### config.mk
export PLATFORM = sky130hd
export DESIGN_NAME = monomial_exponent_alu
export DESIGN_NICKNAME = d
export VERILOG_FILES = /design/src/design/mea_pkg.sv /design/src/design/mea_lane.sv /design/src/design/mea_merge.sv /design/src/design/monomial_exponent_alu.sv
export SDC_FILE = /design/constraint.sdc
export NUM_CORES = 1
export LEC_CHECK = 0
export BUFFER_PORTS_ARGS = -buffer_cell sky130_fd_sc_hd__buf_2
export CAP_MARGIN = 10
export CORE_ASPECT_RATIO = 1.5
export CORE_MARGIN = 2
export CORE_UTILIZATION = 56
export CTS_CLUSTER_DIAMETER = 120
export DETAILED_ROUTE_END_ITERATION = 7
export PLACE_DENSITY = 0.79
export SLEW_MARGIN = 40
export SYNTH_ARGS = -nofsm -noshare
export SYNTH_HDL_FRONTEND = slang
export SYNTH_SLANG_ARGS = --single-unit
### constraint.sdc
create_clock -name clk -period 9.15 [get_ports clk]
set_clock_uncertainty 0.1 [all_clocks]
set_input_delay 1.83 -clock clk [delete_from_list [all_inputs] [get_ports clk]]
set_output_delay 1.83 -clock clk [all_outputs]
set_load 0.005 [all_outputs]
### src/design/mea_pkg.sv
`timescale 1ns / 1ps

package mea_pkg;

    localparam int LANES     = 8;
    localparam int EXP_BITS  = 8;
    localparam int SLOT_BITS = 8;
    localparam int DATA_BITS = LANES * SLOT_BITS;
    localparam int DEG_BITS  = 11;
    localparam int CMD_BITS  = 3;
    localparam int MODE_BITS = 2;
    localparam int VC_BITS   = 4;
    localparam int CFG_BITS  = 4;
    localparam int IN_BITS   = ((CMD_BITS + 2 * DATA_BITS + 7) / 8) * 8;
    localparam int OUT_BITS  = ((DATA_BITS + 5 + DEG_BITS + 7) / 8) * 8;

    typedef enum logic [CMD_BITS-1:0] {
        CMD_ADD = 3'd0,
        CMD_SUB = 3'd1,
        CMD_MIN = 3'd2,
        CMD_MAX = 3'd3,
        CMD_OR  = 3'd4,
        CMD_NEG = 3'd5
    } cmd_t;

    localparam logic [MODE_BITS-1:0] ORD_LEX        = 2'd0;
    localparam logic [MODE_BITS-1:0] ORD_DEG_LEX    = 2'd1;
    localparam logic [MODE_BITS-1:0] ORD_DEG_INVLEX = 2'd2;

    localparam logic CFG_ORDER_MODE = 1'b0;
    localparam logic CFG_VAR_COUNT  = 1'b1;

    typedef struct packed {
        logic [SLOT_BITS-1:0] slot;
        logic                 ovf;
        logic                 ge;
        logic                 le;
        logic                 ne;
        logic                 gt;
        logic [EXP_BITS-1:0]  x;
        logic [EXP_BITS-1:0]  y;
    } lane_t;

    typedef struct packed {
        logic [DEG_BITS-1:0]  degree_a;
        logic                 order_greater;
        logic                 vectors_equal;
        logic                 a_le_b;
        logic                 a_ge_b;
        logic                 overflow;
        logic [DATA_BITS-1:0] result_exps;
    } result_t;

endpackage

### src/design/mea_lane.sv
`timescale 1ns / 1ps

module mea_lane (
    input  logic [mea_pkg::CMD_BITS-1:0]  cmd,
    input  logic [mea_pkg::SLOT_BITS-1:0] a_slot,
    input  logic [mea_pkg::SLOT_BITS-1:0] b_slot,
    input  logic                          used,
    output mea_pkg::lane_t                lane
);

    localparam int E = mea_pkg::EXP_BITS;

    logic signed [E-1:0] x;
    logic signed [E-1:0] y;
    logic signed [E:0]   wide;
    logic [E-1:0]        bits;
    logic                chk;

    assign x = used ? signed'(a_slot[E-1:0]) : '0;
    assign y = used ? signed'(b_slot[E-1:0]) : '0;

    always_comb
    begin
        wide = '0;
        chk  = 1'b0;
        case (cmd)
            mea_pkg::CMD_ADD:
            begin
                wide = (E+1)'(x) + (E+1)'(y);
                chk  = 1'b1;
            end
            mea_pkg::CMD_SUB:
            begin
                wide = (E+1)'(x) - (E+1)'(y);
                chk  = 1'b1;
            end
            mea_pkg::CMD_MIN: wide = (x < y) ? (E+1)'(x) : (E+1)'(y);
            mea_pkg::CMD_MAX: wide = (x > y) ? (E+1)'(x) : (E+1)'(y);
            mea_pkg::CMD_OR:  wide = (E+1)'(signed'(x | y));
            mea_pkg::CMD_NEG:
            begin
                wide = -((E+1)'(x));
                chk  = 1'b1;
            end
            default:          wide = '0;
        endcase
        bits = wide[E-1:0];
    end

    always_comb
    begin
        lane.slot = {{(mea_pkg::SLOT_BITS-E){bits[E-1]}}, bits};
        lane.ovf  = chk && (wide[E] != wide[E-1]);
        lane.ge   = (x >= y);
        lane.le   = (x <= y);
        lane.ne   = (x != y);
        lane.gt   = (x > y);
        lane.x    = x;
        lane.y    = y;
    end

endmodule

### src/design/mea_merge.sv
`timescale 1ns / 1ps

module mea_merge (
    input  mea_pkg::lane_t                lanes [mea_pkg::LANES],
    input  logic [mea_pkg::MODE_BITS-1:0] order_mode,
    output mea_pkg::result_t              res
);

    localparam int E = mea_pkg::EXP_BITS;
    localparam int D = mea_pkg::DEG_BITS;

    logic signed [D-1:0] da;
    logic signed [D-1:0] db;
    logic                decided;
    logic                first_gt;
    logic                lex_ge;
    logic                lex_gt;
    logic                ord;

    always_comb
    begin
        da       = '0;
        db       = '0;
        decided  = 1'b0;
        first_gt = 1'b0;
        res      = '0;
        res.a_ge_b        = 1'b1;
        res.a_le_b        = 1'b1;
        res.vectors_equal = 1'b1;
        for (int k = 0; k < mea_pkg::LANES; k++)
        begin
            da = da + signed'({{(D-E){lanes[k].x[E-1]}}, lanes[k].x});
            db = db + signed'({{(D-E){lanes[k].y[E-1]}}, lanes[k].y});
            res.result_exps[k*mea_pkg::SLOT_BITS +: mea_pkg::SLOT_BITS] = lanes[k].slot;
            res.overflow      = res.overflow | lanes[k].ovf;
            res.a_ge_b        = res.a_ge_b & lanes[k].ge;
            res.a_le_b        = res.a_le_b & lanes[k].le;
            res.vectors_equal = res.vectors_equal & ~lanes[k].ne;
        end
        for (int k = mea_pkg::LANES - 1; k >= 0; k--)
        begin
            if (lanes[k].ne)
            begin
                decided  = 1'b1;
                first_gt = lanes[k].gt;
            end
        end
        lex_ge = decided ? first_gt : 1'b1;
        lex_gt = decided & first_gt;
        case (order_mode)
            mea_pkg::ORD_DEG_LEX:    ord = (da != db) ? (da > db) : lex_ge;
            mea_pkg::ORD_DEG_INVLEX: ord = (da != db) ? (da > db) : ~lex_gt;
            default:                 ord = lex_ge;
        endcase
        res.order_greater = ord;
        res.degree_a      = da;
    end

endmodule

### src/design/monomial_exponent_alu.sv
`timescale 1ns / 1ps
// Monomial exponent ALU. Each input transaction on the s_ channel carries an
// operation and two exponent vectors of eight signed lanes; each produces one
// output transaction on the m_ channel with the lane-wise result, an overflow
// flag, divisibility and equality flags, the monomial-order flag and the total
// degree of the first vector.
// A transaction passes the per-lane units into the lane register, then the
// merging stage, which reduces the lane flags, sums the degrees and finds the
// first differing lane, into the output register. Throughput, set by the
// two pipeline registers, is one transaction per cycle while the receiver
// keeps m_tready high. When the receiver stalls, the output register holds
// its result and the lane register still takes one more transaction, so
// s_tready drops only when both stages are full. Reset empties the pipeline
// and sets order_mode to lex and var_count to eight. The configuration port
// (cfg_we, cfg_addr, cfg_wdata) writes register 0 (order_mode) or 1
// (var_count) and is meant to be used while no transaction is in flight.

module monomial_exponent_alu (
    input  logic                          clk,
    input  logic                          rst_n,
    input  logic                          cfg_we,
    input  logic                          cfg_addr,
    input  logic [mea_pkg::CFG_BITS-1:0]  cfg_wdata,
    input  logic                          s_tvalid,
    output logic                          s_tready,
    // cmd[2:0], a_exps[66:3], b_exps[130:67], zero fill
    input  logic [mea_pkg::IN_BITS-1:0]   s_tdata,
    output logic                          m_tvalid,
    input  logic                          m_tready,
    // result_exps[63:0], overflow, a_ge_b, a_le_b, vectors_equal,
    // order_greater, degree_a[79:69]
    output logic [mea_pkg::OUT_BITS-1:0]  m_tdata
);

    localparam int SB = mea_pkg::SLOT_BITS;
    localparam int DB = mea_pkg::DATA_BITS;
    localparam int CB = mea_pkg::CMD_BITS;

    logic [mea_pkg::MODE_BITS-1:0] order_mode_reg;
    logic [mea_pkg::VC_BITS-1:0]   var_count_reg;
    logic [mea_pkg::VC_BITS-1:0]   used_cnt;
    logic                          s1_valid_reg;
    logic                          s1_valid_next;
    logic                          out_valid_reg;
    logic                          out_valid_next;
    logic                          adv1;
    logic                          adv2;
    mea_pkg::lane_t                lane_next [mea_pkg::LANES];
    mea_pkg::lane_t                lane_reg  [mea_pkg::LANES];
    mea_pkg::result_t              res_next;
    mea_pkg::result_t              res_reg;

    assign used_cnt = (var_count_reg > mea_pkg::VC_BITS'(mea_pkg::LANES))
                    ? mea_pkg::VC_BITS'(mea_pkg::LANES) : var_count_reg;

    assign adv2           = ~out_valid_reg | m_tready;
    assign adv1           = ~s1_valid_reg | adv2;
    assign s_tready       = adv1;
    assign s1_valid_next  = adv1 ? s_tvalid : s1_valid_reg;
    assign out_valid_next = adv2 ? s1_valid_reg : out_valid_reg;

    for (genvar k = 0; k < mea_pkg::LANES; k++)
    begin : g_lane
        mea_lane u_lane (
            .cmd    (s_tdata[CB-1:0]),
            .a_slot (s_tdata[CB + k*SB +: SB]),
            .b_slot (s_tdata[CB + DB + k*SB +: SB]),
            .used   (mea_pkg::VC_BITS'(k) < used_cnt),
            .lane   (lane_next[k])
        );
    end

    mea_merge u_merge (
        .lanes      (lane_reg),
        .order_mode (order_mode_reg),
        .res        (res_next)
    );

    always_ff @(posedge clk or negedge rst_n)
    begin
        if (!rst_n)
        begin
            order_mode_reg <= mea_pkg::ORD_LEX;
            var_count_reg  <= mea_pkg::VC_BITS'(mea_pkg::LANES);
            s1_valid_reg   <= 1'b0;
            out_valid_reg  <= 1'b0;
        end
        else
        begin
            if (cfg_we && cfg_addr == mea_pkg::CFG_ORDER_MODE)
            begin
                order_mode_reg <= cfg_wdata[mea_pkg::MODE_BITS-1:0];
            end
            if (cfg_we && cfg_addr == mea_pkg::CFG_VAR_COUNT)
            begin
                var_count_reg <= cfg_wdata[mea_pkg::VC_BITS-1:0];
            end
            s1_valid_reg  <= s1_valid_next;
            out_valid_reg <= out_valid_next;
        end
    end

    always_ff @(posedge clk)
    begin
        if (adv1)
        begin
            lane_reg <= lane_next;
        end
        if (adv2)
        begin
            res_reg <= res_next;
        end
    end

    assign m_tvalid = out_valid_reg;
    assign m_tdata  = mea_pkg::OUT_BITS'(res_reg);

endmodule
; ---- Word-level counts from Yosys, hierarchy flattened
; Cells that the tools add are included.
[classes]
bitwise_logic = 51
n_eq_ne = 24
reduce_logical = 12
magnitude_cmp = 42
n_mux = 62
add_sub_neg = 38
[op_table]
columns = cell, n
row1 = case mux 9 bit (6 select lines), 8
row2 = two-way mux 9 bit, 16
row3 = two-way mux 8 bit, 16
row4 = adder 11 x 8 -> 11 bit, 10
row5 = adder 8 x 8 -> 9 bit, 10
row6 = negator 8 -> 9 bit, 8
row7 = subtractor 8 x 8 -> 9 bit, 8
row8 = greater-or-equal comparator 8 bit, 8
row9 = > comparator 8 bit, 8
row10 = <= comparator 8 bit, 8
row11 = < comparator 8 bit, 8
row12 = inequality test 8 bit, 8
row13 = OR 8 bit, 8
row14 = AND 1 bit, 22
row15 = adder 9 x 8 -> 10 bit, 2
row16 = two-way mux 1 bit, 20
row17 = < comparator 3 x 4 -> 1 bit (first input constant), 4
row18 = NOT 1 bit, 12
row19 = > comparator 11 bit, 1
row20 = inequality test 11 bit, 1
row21 = logical AND 1 bit, 10
row22 = OR 1 bit, 9
row23 = < comparator 1 x 4 -> 1 bit (first input constant), 2
row24 = < comparator 2 x 4 -> 1 bit (first input constant), 2
row25 = other kinds (11), 20
[word_totals]
regBits = 320
inputBits = 146
wordCells = 304

; ---- Logic depth before layout (Yosys ltp)
; Gate-level depths: netlist of the first run.
[depth]
word_depth = 12
depth_mapped = 30
mapped_depth_nobuf = 30

; ---- Modules after synthesis
; Synthesis of the first run repeated with hierarchy kept, for this count alone.
[hier_totals]
hier_cells = 2848
area_unflattened_um2 = 28162.0
[modules_own_cells]
columns = mod, area_per_inst_um2, n_inst, seq_area_each_um2, cells_each
row1 = monomial_exponent_alu, 9739.3, 1, 9570.4, 342
row2 = mea_lane at g_lane[0].u_lane ..., 1796.7, 5, 0.0, 257
row3 = mea_merge, 4385.5, 1, 0.0, 507
row4 = mea_lane at g_lane[6].u_lane, 1719.1, 1, 0.0, 233
row5 = mea_lane at g_lane[7].u_lane, 1700.4, 1, 0.0, 235
row6 = mea_lane at g_lane[5].u_lane, 1634.1, 1, 0.0, 246

; ---- Worst setup path before layout of the first run
; Ideal clock, no wire load.
[synth_path]
kind = input to register
from = in m_tready
to = reg lane_reg[0] in the netlist's numbering, enable pin
path_stages = 1
setup_slack_ns = -0.299
arrival_time_ns = 6.982
n_path_buf = 0
setup_time_ns = 2.368
required_ns = 6.682
cell_sequence = nand3b_1
[synth_via]
elab_chain_cells = 2
[synth_lines]
columns = item, line_no
row1 = from (decl), monomial_exponent_alu.sv:29  ; input logic m_tready,
row2 = OR 1 bit, monomial_exponent_alu.sv:56  ; assign adv2 = ~out_valid_reg | m_tready;
row3 = OR 1 bit, monomial_exponent_alu.sv:57  ; assign adv1 = ~s1_valid_reg | adv2;
row4 = to (signal assigned), monomial_exponent_alu.sv:107  ; lane_reg <= lane_next;
row5 = to (decl), monomial_exponent_alu.sv:49  ; mea_pkg::lane_t lane_reg [mea_pkg::LANES];
; Every way passes these cells.
; A chain may end at the register's enable or synchronous reset.

==> impl_metrics.env, run 1 <==
export IMPL_final_setup_viol_count=0
export IMPL_hold_viol=0
export IMPL_grt_pass1_vias=22050
export IMPL_power_switching_uw=4997
export IMPL_drt_wl_total_mm=84.06
export IMPL_io_buffers=222
export IMPL_placed_cells=3357
export IMPL_initial_core_util=0.5637
export IMPL_synth_compound_gate_area_share=0.1745
export IMPL_slew_headroom=0.3319
export IMPL_end_kind="register"
export IMPL_fin_util=0.6212
export IMPL_die_area_um2=48450
export IMPL_status="completed"
export IMPL_viasPerCell=6.325
export IMPL_path_buf_inv=4
export IMPL_holdWs_ns=0.3102
export IMPL_clk_path_buf_depth=3
export IMPL_arrival_ns=6.82
export IMPL_syn_num_nets=3135
export IMPL_drive_above_1_share=0.1424
export IMPL_num_vias=21610
export IMPL_cts_max_level=2
export IMPL_synth_top_family_by_area="adder cells"
export IMPL_power_density_nw_per_um2=369.6
export IMPL_boundaryPins=228
export IMPL_coreArea_um2=46360
export IMPL_seqPwrFrac=0.214
export IMPL_hpwl_mm=63.71
export IMPL_cts_clk_slew_worst_paths_ns=0.07
export IMPL_synth_cells=2634
export IMPL_grt_ovfl_total=0
export IMPL_ys_ff_latch=320
export IMPL_gp_congestion=0.9872
export IMPL_finalCritPeriodShare=0.7253
export IMPL_ys_types=103
export IMPL_finalCriticalPeriod_ns=6.636
export IMPL_syn2layout_area_growth_pct=10.21
export IMPL_p_clk_frac=0.130
export IMPL_synth_adder_area_share=0.2010
export IMPL_die_y_um=268.6
export IMPL_fin_nets=3301
export IMPL_p_int_uw=5649
export IMPL_rsz0062_at_grt="false"
export IMPL_grt_pass1_wl_mm=125.8
export IMPL_dr_pass1_iters=8
export IMPL_synth_edf_count=312
export IMPL_drtIter0Drc=1945
export IMPL_maxSlewViolCount=0
export IMPL_swShare=0.4694
export IMPL_cp_slowest_cell="fa_1"
export IMPL_p_leak_uw=0.01301
export IMPL_grt_max_degree=159
export IMPL_largest_register_ffs=232
export IMPL_required_ns=9.33
export IMPL_async_flop_share=0.02500
export IMPL_cts_made_buffers=34
export IMPL_cap_violations=0
export IMPL_synthFlopType="edfxtp_1"
export IMPL_antenna_found_initial=0
export IMPL_wl_per_cell_um=24.60
export IMPL_antenna_left=0
export IMPL_ys_warnings_count=0
export IMPL_synth_xor_xnor_area_share=0.03117
export IMPL_worstSetupPathType="reg2reg"
export IMPL_seq_area_frac_synth=0.3662
export IMPL_postCtsHoldBufs=0
export IMPL_final_cell_mix="320 x inv_1, 312 x edfxtp_1, 261 x nand2_1, 247 x ha_1, 225 x buf_2"
export IMPL_start_kind="register"
export IMPL_vdd_drop_max_v=0.0007353
export IMPL_p_comb_frac=0.656
export IMPL_num_rows=97
export IMPL_fin_tns_setup_ns=0
export IMPL_grt_total_usage=0.3425
export IMPL_hold_path_class="reg2reg"
export IMPL_final_cells=3417
export IMPL_synth_simple_gate_area_frac=0.1213
export IMPL_clock_latency_ns=0.54
export IMPL_slowest_delay_ns=0.57
export IMPL_path_delay_family="adder cells"
export IMPL_path_max_fanout=3
export IMPL_cts_tree="built"
export IMPL_cts_resized=0
export IMPL_post_cts_setup_buffers=0
export IMPL_cp_common_cell="fa_1"
export IMPL_syn_area_um2=26130
export IMPL_fp_dieW_um=180.4
export IMPL_n_antenna_cell=0
export IMPL_layout_commonest_cell="inv_1"
export IMPL_clock_sinks=320
export IMPL_worstMarginPinSlew_ns=0.9916
export IMPL_muxShareOfSynthArea=0.03442
export IMPL_fmax_ghz=0.1507
export IMPL_drc_errors=0
export IMPL_avgSynthCellArea_um2=9.922
export IMPL_root_buffer="clkbuf_16"
[final timing paths]
kind | start | end | slack (ns) | cells after the start
max | lane_reg[146]$_DFFE_PP_ | m_tdata[68]$_DFFE_PP_ | 2.51 | 25
min | lane_reg[143]$_DFFE_PP_ | m_tdata[30]$_DFFE_PP_ | 0.31 | 0
max reg2reg | lane_reg[146]$_DFFE_PP_ | m_tdata[68]$_DFFE_PP_ | 2.51 | 25
min reg2reg | lane_reg[143]$_DFFE_PP_ | m_tdata[30]$_DFFE_PP_ | 0.31 | 0
max in group asynchronous | rst_n | var_count_reg[3]$_DFFE_PN1P_ | 7.69 | 1
min in group asynchronous | rst_n | order_mode_reg[1]$_DFFE_PN0P_ | 1.02 | 1
[layout make-up]
cell class              count  area, um2
clock buffers              38      887.1
fillers                  3863      17560
flip-flops and latches    320       9570
multi-input cells        1860      14770
well taps                 594      743.2
repair buffers            258       1410
clock inverters            21      200.2
inverters                 326       1224
[synth_stat cells (6+ instances only)]
cell type | count | area share
or4_4 | 6 | 0.0026
xnor2_1 | 59 | 0.020
or4_1 | 10 | 0.0029
nand4_1 | 14 | 0.0034
buf_4 | 7 | 0.0020
a21oi_1 | 184 | 0.035
inv_1 | 320 | 0.046
o21bai_1 | 32 | 0.0092
o32ai_1 | 11 | 0.0037
ha_1 | 247 | 0.12
a21o_1 | 34 | 0.0098
dfrtp_1 | 7 | 0.0067
nand2_1 | 262 | 0.038
xor2_1 | 34 | 0.011
o211ai_1 | 27 | 0.0078
nor2_1 | 153 | 0.022
a311oi_1 | 8 | 0.0027
a221oi_1 | 10 | 0.0034
mux2_2 | 9 | 0.0039
nand3_1 | 41 | 0.0079
nor4_1 | 16 | 0.0038
o221ai_1 | 42 | 0.014
or3_1 | 18 | 0.0043
edfxtp_1 | 312 | 0.36
nor3_1 | 39 | 0.0075
buf_6 | 7 | 0.0030
fa_1 | 108 | 0.083
o21ai_0 | 119 | 0.023
o31ai_1 | 11 | 0.0032
buf_1 | 11 | 0.0016
a31oi_1 | 22 | 0.0053
o21ai_1 | 13 | 0.0025
o22ai_1 | 31 | 0.0074
buf_2 | 44 | 0.0084
mux2i_1 | 73 | 0.028
a211oi_1 | 18 | 0.0052
a211o_1 | 8 | 0.0027
o21a_1 | 9 | 0.0026
inv_2 | 6 | 0.00086
clkbuf_1 | 56 | 0.0080
o2111ai_1 | 6 | 0.0020
a221o_1 | 32 | 0.012
nand2b_1 | 25 | 0.0060
nor2b_1 | 23 | 0.0055
[per-stage QoR]
stage | power [uW] | setup WS [ns] | area [um2]
2_1_floorplan | 7153 | -0.2993 | 26130
3_3_place_gp | 8846 | 2.748 | 27630
3_5_place_dp | 9152 | 2.631 | 27670
4_1_cts | 10590 | 2.564 | 28760
5_1_grt | 11580 | 2.070 | 28800
6_report | 10650 | 2.514 | 28800
[metal layers]
| layer | routed length, um | track usage | share of wire | up-vias |
|---|---|---|---|---|
| met5 | 0 | 0 | 0 | - |
| met4 | 8132 | 0.2929 | 0.097 | 0 |
| met3 | 5428 | 0.04160 | 0.065 | 397 |
| met2 | 41870 | 0.6067 | 0.50 | 1086 |
| met1 | 28630 | 0.3634 | 0.34 | 10430 |
| li1 | - | - | - | 9704 |
[power by group through the flow]
stage                     sequential, uW  combinational (uW)  clock [uW]
final                               2280                6980        1390
after global routing                2300                7830        1450
after CTS                           2280                6910        1410
after detailed placement            2300                6850           0
after global placement              2290                6550           0
after floorplan                     2260                4900           0
[logic make-up after synthesis]
| logic type | after synthesis |
|---|---|
| adder cells (fa/ha/maj) | 355 |
| multiplexers | 85 |
| flip-flops | 320 |
| AND/OR/NAND/NOR | 655 |
| buffers and inverters | 454 |
| XOR/XNOR | 93 |
| AO/OA/AOI/OAI | 672 |
(Power assumes the default switching activity.)
==> inputs of run 2 (changes only) <==
--- a/config.mk
+++ b/config.mk
@@ -5,6 +5,7 @@
 export SDC_FILE = /design/constraint.sdc
 export NUM_CORES = 1
 export LEC_CHECK = 0
+export ABC_AREA = 1
 export BUFFER_PORTS_ARGS = -buffer_cell sky130_fd_sc_hd__buf_2
 export CAP_MARGIN = 10
 export CORE_ASPECT_RATIO = 1.5
==> constraint.sdc (replaced) <==
create_clock -name clk -period 5.7 [get_ports clk]
set_clock_uncertainty 0.1 [all_clocks]
set_input_delay 1.14 -clock clk [delete_from_list [all_inputs] [get_ports clk]]
set_output_delay 1.14 -clock clk [all_outputs]
set_load 0.005 [all_outputs]
==> impl_metrics.env, run 2 <==
export IMPL_status="finished, violations left"
export IMPL_failed_checks="setup timing"
export IMPL_worstSetupPathType="reg2reg"
export IMPL_grt_max_degree=118
export IMPL_final_setup_viol_count=1
export IMPL_required_ns=5.89
export IMPL_stdcell_area_um2=29440
export IMPL_end_kind="register"
export IMPL_yosysMostFrequentCell="nand2_1"
export IMPL_p_comb_frac=0.698
export IMPL_slew_headroom=0.4159
export IMPL_die_area_um2=48470
export IMPL_gp_congestion=1.004
export IMPL_vdd_drop_max_v=0.002239
export IMPL_hpwl_mm=63.55
export IMPL_maxSlewViolCount=0
export IMPL_final_seq_area_um2=9570
export IMPL_coreArea_um2=46360
export IMPL_clock_sinks=320
export IMPL_syn_num_nets=3585
export IMPL_grt_ovfl_total=0
export IMPL_viasPerCell=5.890
export IMPL_yosys_top_cells_count="616 x nand2_1, 493 x inv_1, 312 x edfxtp_1"
export IMPL_wl_met3_mm=5.196
export IMPL_cts_clk_slew_worst_paths_ns=0.07
export IMPL_layout_setup_ws_ns=-0.4801
export IMPL_top_layer_used="met4"
export IMPL_drtIter0Drc=1980
export IMPL_num_vias=23250
export IMPL_root_buffer="clkbuf_16"
export IMPL_worstMarginPinSlew_ns=0.8682
export IMPL_initial_core_util=0.5640
export IMPL_finalCritPeriodShare=1.084
export IMPL_fin_util=0.6349
export IMPL_die_y_um=268.6
export IMPL_p_leak_uw=0.01405
export IMPL_antenna_left=0
export IMPL_cp_slowest_cell="fa_1"
export IMPL_preCtsSetupSlack_ns=-0.4782
export IMPL_grt_pass1_wl_mm=128.1
export IMPL_ys_types=59
export IMPL_clk_path_buf_depth=3
export IMPL_p_clk_frac=0.118
export IMPL_fin_nets=3829
export IMPL_swShare=0.4462
export IMPL_synth_cells=3084
export IMPL_slowest_delay_ns=0.57
export IMPL_wl_per_cell_um=21.16
export IMPL_power_switching_uw=8451
export IMPL_cts_max_level=2
export IMPL_path_buf_inv=4
export IMPL_drive_above_1_share=0.1417
export IMPL_ys_ff_latch=320
export IMPL_final_cell_mix="613 x nand2_1, 490 x inv_1, 312 x edfxtp_1, 257 x nand3_1, 241 x ha_1"
export IMPL_yosysTopAreaCellShare=0.3583
export IMPL_finalPower_uw=18940
export IMPL_cap_violations=0
export IMPL_rsz0062_at_grt="true"
export IMPL_hold_path_class="reg2reg"
export IMPL_antenna_found_initial=0
export IMPL_seqPwrFrac=0.184
export IMPL_largest_register_ffs=232
export IMPL_power_density_nw_per_um2=643.5
export IMPL_synthFlopType="edfxtp_1"
export IMPL_layout_commonest_cell="nand2_1"
export IMPL_num_rows=97
export IMPL_wl_met2_mm=41.29
export IMPL_holdWs_ns=0.3095
export IMPL_fillers=3952
export IMPL_arrival_ns=6.37
export IMPL_boundaryPins=228
export IMPL_fp_dieW_um=180.4
export IMPL_dr_pass1_iters=7
export IMPL_avgSynthCellArea_um2=8.478
export IMPL_p_int_uw=10490
export IMPL_ys_warnings_count=0
export IMPL_cts_made_buffers=36
export IMPL_post_dp_cell_area_um2=28250
export IMPL_synth_top_area_cell="edfxtp_1"
export IMPL_drt_wl_total_mm=83.52
export IMPL_wl_met1_mm=29.43
export IMPL_cts_tree="built"
export IMPL_fmax_ghz=0.1618
export IMPL_drc_errors=0
export IMPL_postCtsHoldBufs=0
export IMPL_io_buffers=222
export IMPL_grt_total_usage=0.3412
export IMPL_synth_edf_count=312
export IMPL_syn2layout_area_growth_pct=12.58
export IMPL_hold_viol=0
export IMPL_async_flop_share=0.02500
export IMPL_multiInputGateArea_um2=14460
export IMPL_clock_latency_ns=0.54
export IMPL_syn_area_um2=26150
export IMPL_grt_pass1_vias=23400
export IMPL_n_antenna_cell=0
export IMPL_ys_top_cells_by_area="edfxtp_1 36%, ha_1 12%, nand2_1 8.8%"
export IMPL_seq_area_frac_synth=0.3660
export IMPL_path_max_fanout=4
export IMPL_path_delay_family="adder cells"
export IMPL_finalCriticalPeriod_ns=6.180
export IMPL_start_kind="register"
run 2: cell families (layout without fill, tap and decap cells):
kind of cell | after synthesis | in the layout | share of synthesized area
simple gates | 1282 | 1282 | 0.2169
flops | 320 | 320 | 0.3660
compound gates | 494 | 494 | 0.1140
buf+inv | 594 | 863 | 0.08906
mux | 1 | 1 | 0.0003828
xor+xnor | 38 | 38 | 0.01273
fa+ha+maj | 355 | 355 | 0.2009
run 2: metrics by stage:
stage	cells	setup TNS, ns
2_1_floorplan	3084	-0.01740
3_3_place_gp	3883	-0.2635
3_5_place_dp	3883	-0.4782
4_1_cts	3947	-0.4808
5_1_grt	3947	-0.7625
6_report	3947	-0.4801
run 2: metal layers:
| metal | global-route usage | vias up |
|---|---|---|
| met4 | 0.2677 | 0 |
| met3 | 0.04376 | 369 |
| met2 | 0.6034 | 1107 |
| met5 | 0 | - |
| met1 | 0.3712 | 10930 |
| li1 | - | 10840 |
run 2: final cells by class:
cell class | instances | area share
inverters | 514 | 0.06576
clock buffers | 40 | 0.03184
multi-input cells | 2170 | 0.4912
clock inverters | 23 | 0.005738
repair buffers | 286 | 0.05505
flip-flops and latches | 320 | 0.3251
well taps | 594 | 0.02525
run 2: worst register-to-register path: cells and delay by family (launching register included):
| family | cells | cell delay [ns] |
|---|---|---|
| and+or+nand+nor | 10 | 0.87 |
| adders and majority gates | 8 | 3.18 |
| xor gates and xnor gates | 3 | 0.53 |
| AOI/OAI and AO/OA | 5 | 0.63 |
| buffers and inverters | 4 | 0.27 |
| DFF | 1 | 0.38 |
run 2: worst paths after layout:
| path | to | from | slack, ns | cells after the start |
|---|---|---|---|---|
| hold reg to reg | m_tdata[6]$_DFFE_PP_ | lane_reg[230]$_DFFE_PP_ | 0.31 | 0 |
| hold / removal | m_tdata[6]$_DFFE_PP_ | lane_reg[230]$_DFFE_PP_ | 0.31 | 0 |
| setup / recovery | m_tdata[68]$_DFFE_PP_ | lane_reg[204]$_DFFE_PP_ | -0.48 | 30 |
| max in group asynchronous | var_count_reg[3]$_DFFE_PN1P_ | rst_n | 4.85 | 1 |
| min in group asynchronous | order_mode_reg[1]$_DFFE_PN0P_ | rst_n | 0.37 | 1 |
| setup reg to reg | m_tdata[68]$_DFFE_PP_ | lane_reg[204]$_DFFE_PP_ | -0.48 | 30 |
run 2: power groups by stage:
stage / logic (uW) / registers, uW / clock network, uW
after detailed placement: 12600 / 3530 / 0
after global routing: 14400 / 3520 / 2350
after global placement: 11800 / 3510 / 0
after floorplan: 7800 / 3470 / 0
after CTS: 12900 / 3480 / 2270
final: 13200 / 3480 / 2240
run 2: what timing repair did:
item                                    CTS  global route
buffers inserted                          1             0
resized for setup                         4             8
endpoints found under the setup margin    1             1
pin swaps                                 1            12
